--- src/hw/rtl/tbpc_pkg.sv ---
`default_nettype none
// ----------------------------------------------------------------------------
// tbpc_pkg
// Shared types and constants for the timed blind position controller.
// ----------------------------------------------------------------------------
package tbpc_pkg;

    localparam int CFG_W     = 24;
    localparam int CFG_IDX_W = 1;
    localparam int POS_W     = 7;
    localparam int OFF_W     = 8;
    localparam int TGT_W     = 8;

    localparam logic [POS_W-1:0] FULL_SCALE = 7'd100;
    localparam logic [CFG_W-1:0] CFG_RESET  = 24'd30000;

    // register indexes
    localparam logic [CFG_IDX_W-1:0] CFG_TO_ZERO = 1'b0;
    localparam logic [CFG_IDX_W-1:0] CFG_TO_FULL = 1'b1;

    typedef enum logic [1:0] {
        OP_TICK = 2'd0,
        OP_MOVE = 2'd1,
        OP_STOP = 2'd2
    } t_op;

    typedef enum logic [2:0] {
        MODE_AT_ZERO = 3'd0,
        MODE_AT_FULL = 3'd1,
        MODE_BETWEEN = 3'd2,
        MODE_UP      = 3'd3,
        MODE_DOWN    = 3'd4
    } t_mode;

    typedef struct packed {
        logic busy;
        logic done;
    } t_div_stat;

endpackage
`default_nettype wire

--- src/hw/rtl/tbpc_div.sv ---
`default_nettype none
// ----------------------------------------------------------------------------
// tbpc_div
// Shared restoring divider, one quotient bit per cycle.
// ----------------------------------------------------------------------------
module tbpc_div #(
    parameter int NUM_W = 39,
    parameter int DEN_W = 24
) (
    input  wire logic                   i_clk,
    input  wire logic                   i_rst_n,
    input  wire logic                   i_start,
    input  wire logic [NUM_W-1:0]       i_num,
    input  wire logic [DEN_W-1:0]       i_den,
    output logic [NUM_W-1:0]            o_quot,
    output tbpc_pkg::t_div_stat         o_stat
);

    localparam int CNT_W = $clog2(NUM_W + 1);

    logic [NUM_W-1:0] r_quot, n_quot;
    logic [DEN_W-1:0] r_rem, n_rem;
    logic [DEN_W-1:0] r_den, n_den;
    logic [CNT_W-1:0] r_cnt, n_cnt;
    logic             r_busy, n_busy;
    logic             r_done, n_done;

    logic [DEN_W:0]   shifted;
    logic             ge;

    always_comb begin
        shifted = {r_rem, r_quot[NUM_W-1]};
        ge      = shifted >= {1'b0, r_den};

        n_quot = r_quot;
        n_rem  = r_rem;
        n_den  = r_den;
        n_cnt  = r_cnt;
        n_busy = r_busy;
        n_done = r_done;

        if (i_start) begin
            n_quot = i_num;
            n_rem  = '0;
            n_den  = i_den;
            n_cnt  = CNT_W'(NUM_W);
            n_busy = 1'b1;
            n_done = 1'b0;
        end else if (r_busy) begin
            n_quot = {r_quot[NUM_W-2:0], ge};
            n_rem  = ge ? DEN_W'(shifted - {1'b0, r_den}) : shifted[DEN_W-1:0];
            n_cnt  = r_cnt - 1'b1;
            if (r_cnt == CNT_W'(1)) begin
                n_busy = 1'b0;
                n_done = 1'b1;
            end
        end
    end

    always_ff @(posedge i_clk) begin
        if (!i_rst_n) begin
            r_busy <= 1'b0;
            r_done <= 1'b0;
            r_cnt  <= '0;
        end else begin
            r_busy <= n_busy;
            r_done <= n_done;
            r_cnt  <= n_cnt;
        end
        r_quot <= n_quot;
        r_rem  <= n_rem;
        r_den  <= n_den;
    end

    assign o_quot      = r_quot;
    assign o_stat.busy = r_busy;
    assign o_stat.done = r_done;

endmodule
`default_nettype wire

--- src/hw/rtl/timed_blind_position_controller_top.sv ---
`default_nettype none
// ----------------------------------------------------------------------------
// timed_blind_position_controller_top
// Open-loop timed blind positioner: sequencer around one serial divider.
// ----------------------------------------------------------------------------
// Divider: numerator width W = max(TIME_BITS+7, 31) bits; every scaling step
//   shares the one divider, which yields one quotient bit per cycle.
// Throughput: one word at a time; stall stays high until the result is taken.
// Reset: synchronous active low; position 0, stopped at zero, both travel
//   times 30000 ms.
module timed_blind_position_controller_top #(
    parameter int TIME_BITS = 32
) (
    input  wire logic                            i_clk,
    input  wire logic                            i_rst_n,
    // item in
    input  wire logic                            i_valid,
    output logic                                 o_stall,
    input  wire logic [1:0]                      i_operation,
    input  wire logic [tbpc_pkg::TGT_W-1:0]      i_target_percent,
    // result out
    output logic                                 o_valid,
    input  wire logic                            i_stall,
    output logic [tbpc_pkg::POS_W-1:0]           o_position_now,
    output logic [2:0]                           o_motion_mode,
    output logic                                 o_motor_power,
    output logic                                 o_direction_level,
    output logic                                 o_update_raised,
    output logic                                 o_at_rest,
    // config
    input  wire logic                            i_cfg_valid,
    output logic                                 o_cfg_ready,
    input  wire logic [tbpc_pkg::CFG_IDX_W-1:0]  i_cfg_index,
    input  wire logic [tbpc_pkg::CFG_W-1:0]      i_cfg_data
);

    localparam int NUM_W  = (TIME_BITS + 7 > 31) ? TIME_BITS + 7 : 31;
    localparam int PROD_W = tbpc_pkg::POS_W + tbpc_pkg::CFG_W;
    localparam int POS_W  = tbpc_pkg::POS_W;
    localparam int OFF_W  = tbpc_pkg::OFF_W;
    localparam int CFG_W  = tbpc_pkg::CFG_W;
    localparam logic [TIME_BITS-1:0] TIME_MAX = '1;

    typedef enum logic [7:0] {
        S_IDLE  = 8'b0000_0001,
        S_EVAL  = 8'b0000_0010,
        S_SCALE = 8'b0000_0100,
        S_DIV   = 8'b0000_1000,
        S_POST  = 8'b0001_0000,
        S_STOP  = 8'b0010_0000,
        S_START = 8'b0100_0000,
        S_OUT   = 8'b1000_0000
    } t_state;

    t_state                       r_state, n_state;
    tbpc_pkg::t_op                r_op, n_op;
    logic [tbpc_pkg::TGT_W-1:0]   r_target, n_target;
    logic [CFG_W-1:0]             r_tz, n_tz;
    logic [CFG_W-1:0]             r_tf, n_tf;
    logic [POS_W-1:0]             r_stored, n_stored;
    logic signed [OFF_W-1:0]      r_offset, n_offset;
    tbpc_pkg::t_mode              r_mode, n_mode;
    logic [TIME_BITS-1:0]         r_elapsed, n_elapsed;
    logic [TIME_BITS-1:0]         r_expected, n_expected;
    logic                         r_update, n_update;
    logic                         r_timeout, n_timeout;
    logic                         r_div_expect, n_div_expect;

    // divider
    logic                         div_start;
    logic [NUM_W-1:0]             div_num;
    logic [CFG_W-1:0]             div_den;
    logic [NUM_W-1:0]             div_quot;
    tbpc_pkg::t_div_stat          div_stat;

    // datapath
    logic [CFG_W-1:0]             eff_tz, eff_tf, den_dir, t_move;
    logic                         moving;
    logic [TIME_BITS-1:0]         elapsed_inc;
    logic [NUM_W-1:0]             elapsed_w, scaled;
    logic [POS_W-1:0]             dist_lim;
    logic [POS_W:0]               up_sum;
    logic [POS_W-1:0]             fold_pos;
    logic signed [OFF_W-1:0]      new_off;
    logic [POS_W-1:0]             np, move_dist;
    logic [PROD_W-1:0]            prod;
    logic [TIME_BITS-1:0]         exp_lim;
    logic signed [OFF_W:0]        pos_sum;
    tbpc_pkg::t_mode              rest_mode;

    tbpc_div #(
        .NUM_W (NUM_W),
        .DEN_W (CFG_W)
    ) u_div (
        .i_clk   (i_clk),
        .i_rst_n (i_rst_n),
        .i_start (div_start),
        .i_num   (div_num),
        .i_den   (div_den),
        .o_quot  (div_quot),
        .o_stat  (div_stat)
    );

    always_comb begin
        eff_tz  = (r_tz == '0) ? CFG_W'(1) : r_tz;
        eff_tf  = (r_tf == '0) ? CFG_W'(1) : r_tf;
        moving  = (r_mode == tbpc_pkg::MODE_UP) || (r_mode == tbpc_pkg::MODE_DOWN);
        den_dir = (r_mode == tbpc_pkg::MODE_UP) ? eff_tf : eff_tz;

        elapsed_inc = (r_elapsed == TIME_MAX) ? r_elapsed : r_elapsed + 1'b1;
        // elapsed * 100 as shifts
        elapsed_w = NUM_W'(r_elapsed);
        scaled    = (elapsed_w << 6) + (elapsed_w << 5) + (elapsed_w << 2);

        dist_lim = (div_quot > NUM_W'(tbpc_pkg::FULL_SCALE)) ?
                   tbpc_pkg::FULL_SCALE : div_quot[POS_W-1:0];
        up_sum   = {1'b0, r_stored} + {1'b0, dist_lim};
        if (r_mode == tbpc_pkg::MODE_UP) begin
            fold_pos = (up_sum > {1'b0, tbpc_pkg::FULL_SCALE}) ?
                       tbpc_pkg::FULL_SCALE : up_sum[POS_W-1:0];
            new_off  = $signed({1'b0, dist_lim});
        end else begin
            fold_pos = (dist_lim >= r_stored) ? '0 : r_stored - dist_lim;
            new_off  = -$signed({1'b0, dist_lim});
        end

        np = (r_target > tbpc_pkg::TGT_W'(tbpc_pkg::FULL_SCALE)) ?
             tbpc_pkg::FULL_SCALE : r_target[POS_W-1:0];
        if (r_stored < np) begin
            move_dist = np - r_stored;
            t_move    = eff_tf;
        end else begin
            move_dist = r_stored - np;
            t_move    = eff_tz;
        end
        prod = PROD_W'(move_dist) * PROD_W'(t_move);

        exp_lim = (div_quot > NUM_W'(TIME_MAX)) ? TIME_MAX : div_quot[TIME_BITS-1:0];

        if (r_stored == '0) begin
            rest_mode = tbpc_pkg::MODE_AT_ZERO;
        end else if (r_stored >= tbpc_pkg::FULL_SCALE) begin
            rest_mode = tbpc_pkg::MODE_AT_FULL;
        end else begin
            rest_mode = tbpc_pkg::MODE_BETWEEN;
        end

        pos_sum = $signed({2'b00, r_stored}) + $signed({r_offset[OFF_W-1], r_offset});
    end

    // sequencer
    always_comb begin
        n_state      = r_state;
        n_op         = r_op;
        n_target     = r_target;
        n_tz         = r_tz;
        n_tf         = r_tf;
        n_stored     = r_stored;
        n_offset     = r_offset;
        n_mode       = r_mode;
        n_elapsed    = r_elapsed;
        n_expected   = r_expected;
        n_update     = r_update;
        n_timeout    = r_timeout;
        n_div_expect = r_div_expect;
        div_start    = 1'b0;
        div_num      = scaled;
        div_den      = den_dir;

        if (i_cfg_valid) begin
            unique case (i_cfg_index)
                tbpc_pkg::CFG_TO_ZERO: n_tz = i_cfg_data;
                tbpc_pkg::CFG_TO_FULL: n_tf = i_cfg_data;
                default: ;
            endcase
        end

        unique case (r_state)
            S_IDLE: begin
                if (i_valid) begin
                    n_op     = tbpc_pkg::t_op'(i_operation);
                    n_target = i_target_percent;
                    n_state  = S_EVAL;
                end
            end
            S_EVAL: begin
                n_update     = 1'b0;
                n_timeout    = 1'b0;
                n_div_expect = 1'b0;
                unique case (r_op) inside
                    tbpc_pkg::OP_TICK: begin
                        if (moving) begin
                            n_elapsed = elapsed_inc;
                            if (elapsed_inc >= r_expected) begin
                                n_timeout = 1'b1;
                                n_update  = 1'b1;
                                n_state   = (r_expected != '0) ? S_SCALE : S_STOP;
                            end else begin
                                n_state = S_SCALE;
                            end
                        end else begin
                            n_state = S_OUT;
                        end
                    end
                    tbpc_pkg::OP_MOVE, tbpc_pkg::OP_STOP: begin
                        n_update = 1'b1;
                        n_state  = (moving && r_expected != '0) ? S_SCALE : S_STOP;
                    end
                    default: n_state = S_OUT;
                endcase
            end
            S_SCALE: begin
                div_start = 1'b1;
                n_state   = S_DIV;
            end
            S_DIV: begin
                if (div_stat.done && !div_stat.busy) begin
                    n_state = S_POST;
                end
            end
            S_POST: begin
                if (r_div_expect) begin
                    n_expected = exp_lim;
                    n_state    = S_OUT;
                end else if (r_op == tbpc_pkg::OP_TICK && !r_timeout) begin
                    if (new_off != r_offset) begin
                        n_update = 1'b1;
                        // reaching an end stops the move, folding the same distance
                        if (fold_pos == '0 || fold_pos == tbpc_pkg::FULL_SCALE) begin
                            n_stored = fold_pos;
                            n_state  = S_STOP;
                        end else begin
                            n_offset = new_off;
                            n_state  = S_OUT;
                        end
                    end else begin
                        n_state = S_OUT;
                    end
                end else begin
                    n_stored = fold_pos;
                    n_state  = S_STOP;
                end
            end
            S_STOP: begin
                n_elapsed  = '0;
                n_expected = '0;
                n_offset   = '0;
                n_mode     = rest_mode;
                n_state    = (r_op == tbpc_pkg::OP_MOVE) ? S_START : S_OUT;
            end
            S_START: begin
                if (r_stored != np) begin
                    n_mode       = (r_stored < np) ? tbpc_pkg::MODE_UP : tbpc_pkg::MODE_DOWN;
                    div_start    = 1'b1;
                    div_num      = NUM_W'(prod);
                    div_den      = CFG_W'(tbpc_pkg::FULL_SCALE);
                    n_div_expect = 1'b1;
                    n_state      = S_DIV;
                end else begin
                    n_state = S_OUT;
                end
            end
            S_OUT: begin
                if (!i_stall) begin
                    n_state = S_IDLE;
                end
            end
            default: n_state = S_IDLE;
        endcase
    end

    always_ff @(posedge i_clk) begin
        if (!i_rst_n) begin
            r_state      <= S_IDLE;
            r_tz         <= tbpc_pkg::CFG_RESET;
            r_tf         <= tbpc_pkg::CFG_RESET;
            r_stored     <= '0;
            r_offset     <= '0;
            r_mode       <= tbpc_pkg::MODE_AT_ZERO;
            r_elapsed    <= '0;
            r_expected   <= '0;
            r_update     <= 1'b0;
            r_timeout    <= 1'b0;
            r_div_expect <= 1'b0;
        end else begin
            r_state      <= n_state;
            r_tz         <= n_tz;
            r_tf         <= n_tf;
            r_stored     <= n_stored;
            r_offset     <= n_offset;
            r_mode       <= n_mode;
            r_elapsed    <= n_elapsed;
            r_expected   <= n_expected;
            r_update     <= n_update;
            r_timeout    <= n_timeout;
            r_div_expect <= n_div_expect;
        end
        r_op     <= n_op;
        r_target <= n_target;
    end

    assign o_stall     = (r_state != S_IDLE);
    assign o_valid     = (r_state == S_OUT);
    assign o_cfg_ready = 1'b1;

    assign o_position_now    = pos_sum[OFF_W] ? '0 :
                               (pos_sum > $signed({2'b00, tbpc_pkg::FULL_SCALE})) ?
                               tbpc_pkg::FULL_SCALE : pos_sum[POS_W-1:0];
    assign o_motion_mode     = r_mode;
    assign o_motor_power     = moving;
    assign o_direction_level = (r_mode != tbpc_pkg::MODE_DOWN);
    assign o_update_raised   = r_update;
    assign o_at_rest         = (r_offset == '0);

endmodule
`default_nettype wire

--- config.mk ---
export PLATFORM = sky130hd
export DESIGN_NAME = timed_blind_position_controller_top
export DESIGN_NICKNAME = d
export VERILOG_FILES = /design/src/hw/rtl/tbpc_pkg.sv /design/src/hw/rtl/tbpc_div.sv /design/src/hw/rtl/timed_blind_position_controller_top.sv
export SDC_FILE = /design/constraint.sdc
export NUM_CORES = 1
export LEC_CHECK = 0
export CAP_MARGIN = 10
export CORE_MARGIN = 4
export CORE_UTILIZATION = 48
export DETAILED_ROUTE_END_ITERATION = 10
export DONT_BUFFER_PORTS = 1
export PLACE_DENSITY = 0.61
export SLEW_MARGIN = 20
export SYNTH_ARGS = -nofsm -noshare
export SYNTH_HDL_FRONTEND = slang
export SYNTH_SLANG_ARGS = --single-unit
--- constraint.sdc ---
create_clock -name i_clk -period 24.8 [get_ports i_clk]
set_clock_uncertainty 0.2 [all_clocks]
set_input_delay 1.24 -clock i_clk [delete_from_list [all_inputs] [get_ports i_clk]]
set_output_delay 1.24 -clock i_clk [all_outputs]
set_load 0.02 [all_outputs]
==> run summary <==
R2R depth: 33
combinational power share: 43.7%
Seq cells post-synth: 246
Post-synth EDFFs: 73
number of top-level pins: 57
Post-Syn Instances: 2746
CP Buf/Inv Count: 4
Adder-Cell Fraction of Synth Area: 24.1%
Cell Area, Synth: 22900 um^2
simple-gate share of the synthesized area: 20.9%
cts bufs inserted: 29
Total Routing Usage GR: 25.4%
Final Net Count: 3080
number of gates resized after CTS: 0
TNS Setup: 0 ns
DIE AREA: 51300 um^2
Yosys top cell by area: dfxtp_1
CTS clk-pin slew, worst paths: 0.06 ns
FILL cells: 4528
setup ws final: 15.24 ns
power density cells: 62.4 nW/um^2
syn avg cell area: 8.34 um^2
worst r2r src: r_target[0]
startpoint types: flop
vias per inst: 5.96
Critical Path Max Stage Delay: 0.54 ns
worst hold path type: reg2reg
largest net degree at the start of global routing: 65
most common cell in the netlist: nand2_1
fmax: 105 MHz
endpoints failing hold: 0
slowest CP cell: fa_1
unrepaired setup endpoints after global routing: no
DRC Markers: 0
multi-input logic area: 16000 um^2
WHS Endpoint: r_tz[0]
Final Setup Violations: 0
layer with the highest usage: met2
vias post-DR: 19800
Initial Utilization: 48.9%
switching power of the nets: 0.614 mW
Routed WL: 66.0 mm
syn nets: 3140
register-to-register setup slack: 15.24 ns
Top Family by Delay on Critical Path: compound AO/OA/AOI/OAI gates
average wire per standard cell: 19.9 um
post-synthesis compound-gate area fraction: 16.8%
CTS Hold Bufs: 0
1st-iter DRT viols: 1745
vias in the first global route: 18900
post-synthesis xor/xnor area fraction: 4.74%
RR Endpoint: u_div.o_quot[29]
Power Total: 1.52 mW
Hold Slack: 0.285 ns
First-pass DRT Iterations: 6
top_reg_cell synth: dfxtp_1
Core Footprint: 46900 um^2
Netlist cell types: 93
register area: 5660 um^2
Worst Setup End Kind: flop
share of async-settable or async-resettable flops after synthesis: 0%
Peak supply drop: 0.0674 mV
multiplexer share of the synthesized area: 2.89%
CP required: 24.90 ns
H-tree levels: 1
P_leak: 11.1 nW
CTS root buffer: clkbuf_16
Sw Share: 40.4%
final slew viol count: 0
Routability Congestion: 0.922
sequential power share: 28.8%
Max-slew headroom: 20.5%
largest cells by area after synthesis: dfxtp_1 15%, fa_1 13%, ha_1 11%
hold wc startpoint: r_tz[0]
row cnt: 79
grt met2 use: 38.8%
ANT nets after route: 0
Die Wd: 226 um
area grow syn2layout: 6.33%
CTS tree: yes
outcome: finished, final reports clean
main combinational cell family by area after synthesis: adder cells
Critical Path AT: 9.66 ns
n_diodes: 0
DP Worst Slack: 14.65 ns
Die H: 226 um
number of max-cap violations: 0
Final period util: 38.5%
clk_lat worst skew: 0.58 ns
maximum clock path buffer count: 3
met3 GRT Util: 3.25%
synth cell count leaders: 356 x nand2_1, 240 x inv_1, 220 x nor2_1
clock network power share: 27.5%
layout cells sized above 1: 5.54%
sequential area share after synthesis: 24.7%
CP Max Fanout: 24
placed instance area: 23400 um^2
kind of critical path: reg2reg
initial antenna violation count: 0
hold depth: 2
Yosys warning count: 0
Congestion Overflow GR: 0
share of the synthesized area in the top cell type: 15.1%
Internal Power: 0.906 mW
hpwl dp: 49.5 mm
post-layout minimum cycle time: 9.56 ns
# port buffers: 0
clk sinks: 246
first-pass GRT wire length: 105 mm
Post-Layout Inst Area: 24400 um^2
GR Layer Usage met1: 37.5%
Slew @ Worst Pin: 1.19 ns
setup repair bufs after CTS: 0
area by class of cell:
cell class | count | share of cell area, %
clock inverter | 19 | 0.565
inverter | 241 | 3.72
tap | 607 | 3.12
sequential | 246 | 23.2
timing repair buffer | 20 | 0.668
multi-input combinational | 2148 | 65.6
clock buffer | 35 | 3.15
registers in the layout, indices dropped and copies added, names as in the netlist:
name             flops
o_motion_mode        3
o_update_raised      1
r_div_expect         1
r_elapsed           32
r_expected          32
r_offset             8
r_op                 2
r_state              8
r_stored             7
r_target             8
r_tf                24
r_timeout            1
r_tz                24
u_div.o_quot        39
u_div.r_busy         1
u_div.r_cnt          6
u_div.r_den         24
u_div.r_done         1
u_div.r_rem         24
how the worst max path moves through the flow:
stage | slack, ns | cells after the start | end | from
floorplan | 16.14 | 33 | u_div.o_quot[29] | r_target[0]
global placement | 14.99 | 31 | u_div.o_quot[29] | r_target[0]
detailed placement | 14.65 | 31 | u_div.o_quot[29] | r_target[0]
CTS | 14.61 | 31 | u_div.o_quot[29] | r_target[1]
global route | 14.73 | 33 | u_div.o_quot[29] | r_target[0]
finish | 15.24 | 33 | u_div.o_quot[29] | r_target[0]
worst reg2reg max path, delay by kind of cell, from the launching register on:
kind | cells | cell delay [ns]
xor gates and xnor gates | 2 | 0.32
and+or+nand+nor | 5 | 0.90
adders and majority gates | 6 | 2.73
muxes | 1 | 0.40
DFF | 1 | 0.39
AOI/OAI and AO/OA | 15 | 3.80
buffers and inverters | 4 | 0.53
routing by layer:
| layer | up-vias | share of wire (%) | wire length, um |
|---|---|---|---|
| li1 | 9414 | - | - |
| met1 | 9601 | 47 | 30900 |
| met2 | 615 | 43 | 28700 |
| met3 | 122 | 6.1 | 4040 |
| met4 | 0 | 3.5 | 2310 |
| met5 | - | 0 | 0 |
kinds of logic after synthesis:
family,Yosys count
mux,65
flops,246
buf+inv,352
compound gates,610
simple gates,995
xor+xnor,123
other cells,1
fa+ha+maj,354
stage by stage:
stage | utilization, % | std cells
after floorplan | - | 2746
after global placement | 50.0 | 3261
after detailed placement | 50.0 | 3261
after CTS | 51.9 | 3315
after global routing | 52.0 | 3316
final | 52.0 | 3316
power groups by stage:
stage          clock network, mW  registers (mW)  logic (mW)
2_1_floorplan                  0           0.442       0.475
3_3_place_gp                   0           0.446       0.642
3_5_place_dp                   0           0.446       0.655
4_1_cts                    0.427           0.437       0.658
5_1_grt                    0.443           0.439       0.744
6_report                   0.418           0.438       0.665
cells in the final DEF, fill, tap and decap left out, types with 17 or more instances in the layout:
| cell type | synthesis | routed |
|---|---|---|
| fa_1 | 144 | 144 |
| o21ai_0 | 126 | 125 |
| ha_1 | 210 | 210 |
| mux2i_1 | 56 | 56 |
| nor2b_1 | 22 | 21 |
| or2_2 | 41 | 41 |
| xnor2_1 | 66 | 64 |
| nor3_1 | 68 | 68 |
| buf_4 | 1 | 19 |
| and2_1 | 17 | 17 |
| clkbuf_16 | 0 | 29 |
| a211oi_1 | 46 | 46 |
| inv_1 | 240 | 240 |
| nand2_1 | 356 | 354 |
| nand3_1 | 74 | 74 |
| a31oi_1 | 25 | 25 |
| a21oi_1 | 208 | 208 |
| nand4_1 | 26 | 26 |
| or3_1 | 22 | 22 |
| nor2_1 | 220 | 218 |
| nor4_1 | 33 | 33 |
| dfxtp_1 | 173 | 173 |
| xor2_1 | 56 | 56 |
| nand2b_1 | 48 | 48 |
| a21o_1 | 49 | 49 |
| o21a_1 | 22 | 22 |
| edfxtp_1 | 73 | 73 |
Power figures use the tool's default switching activity.
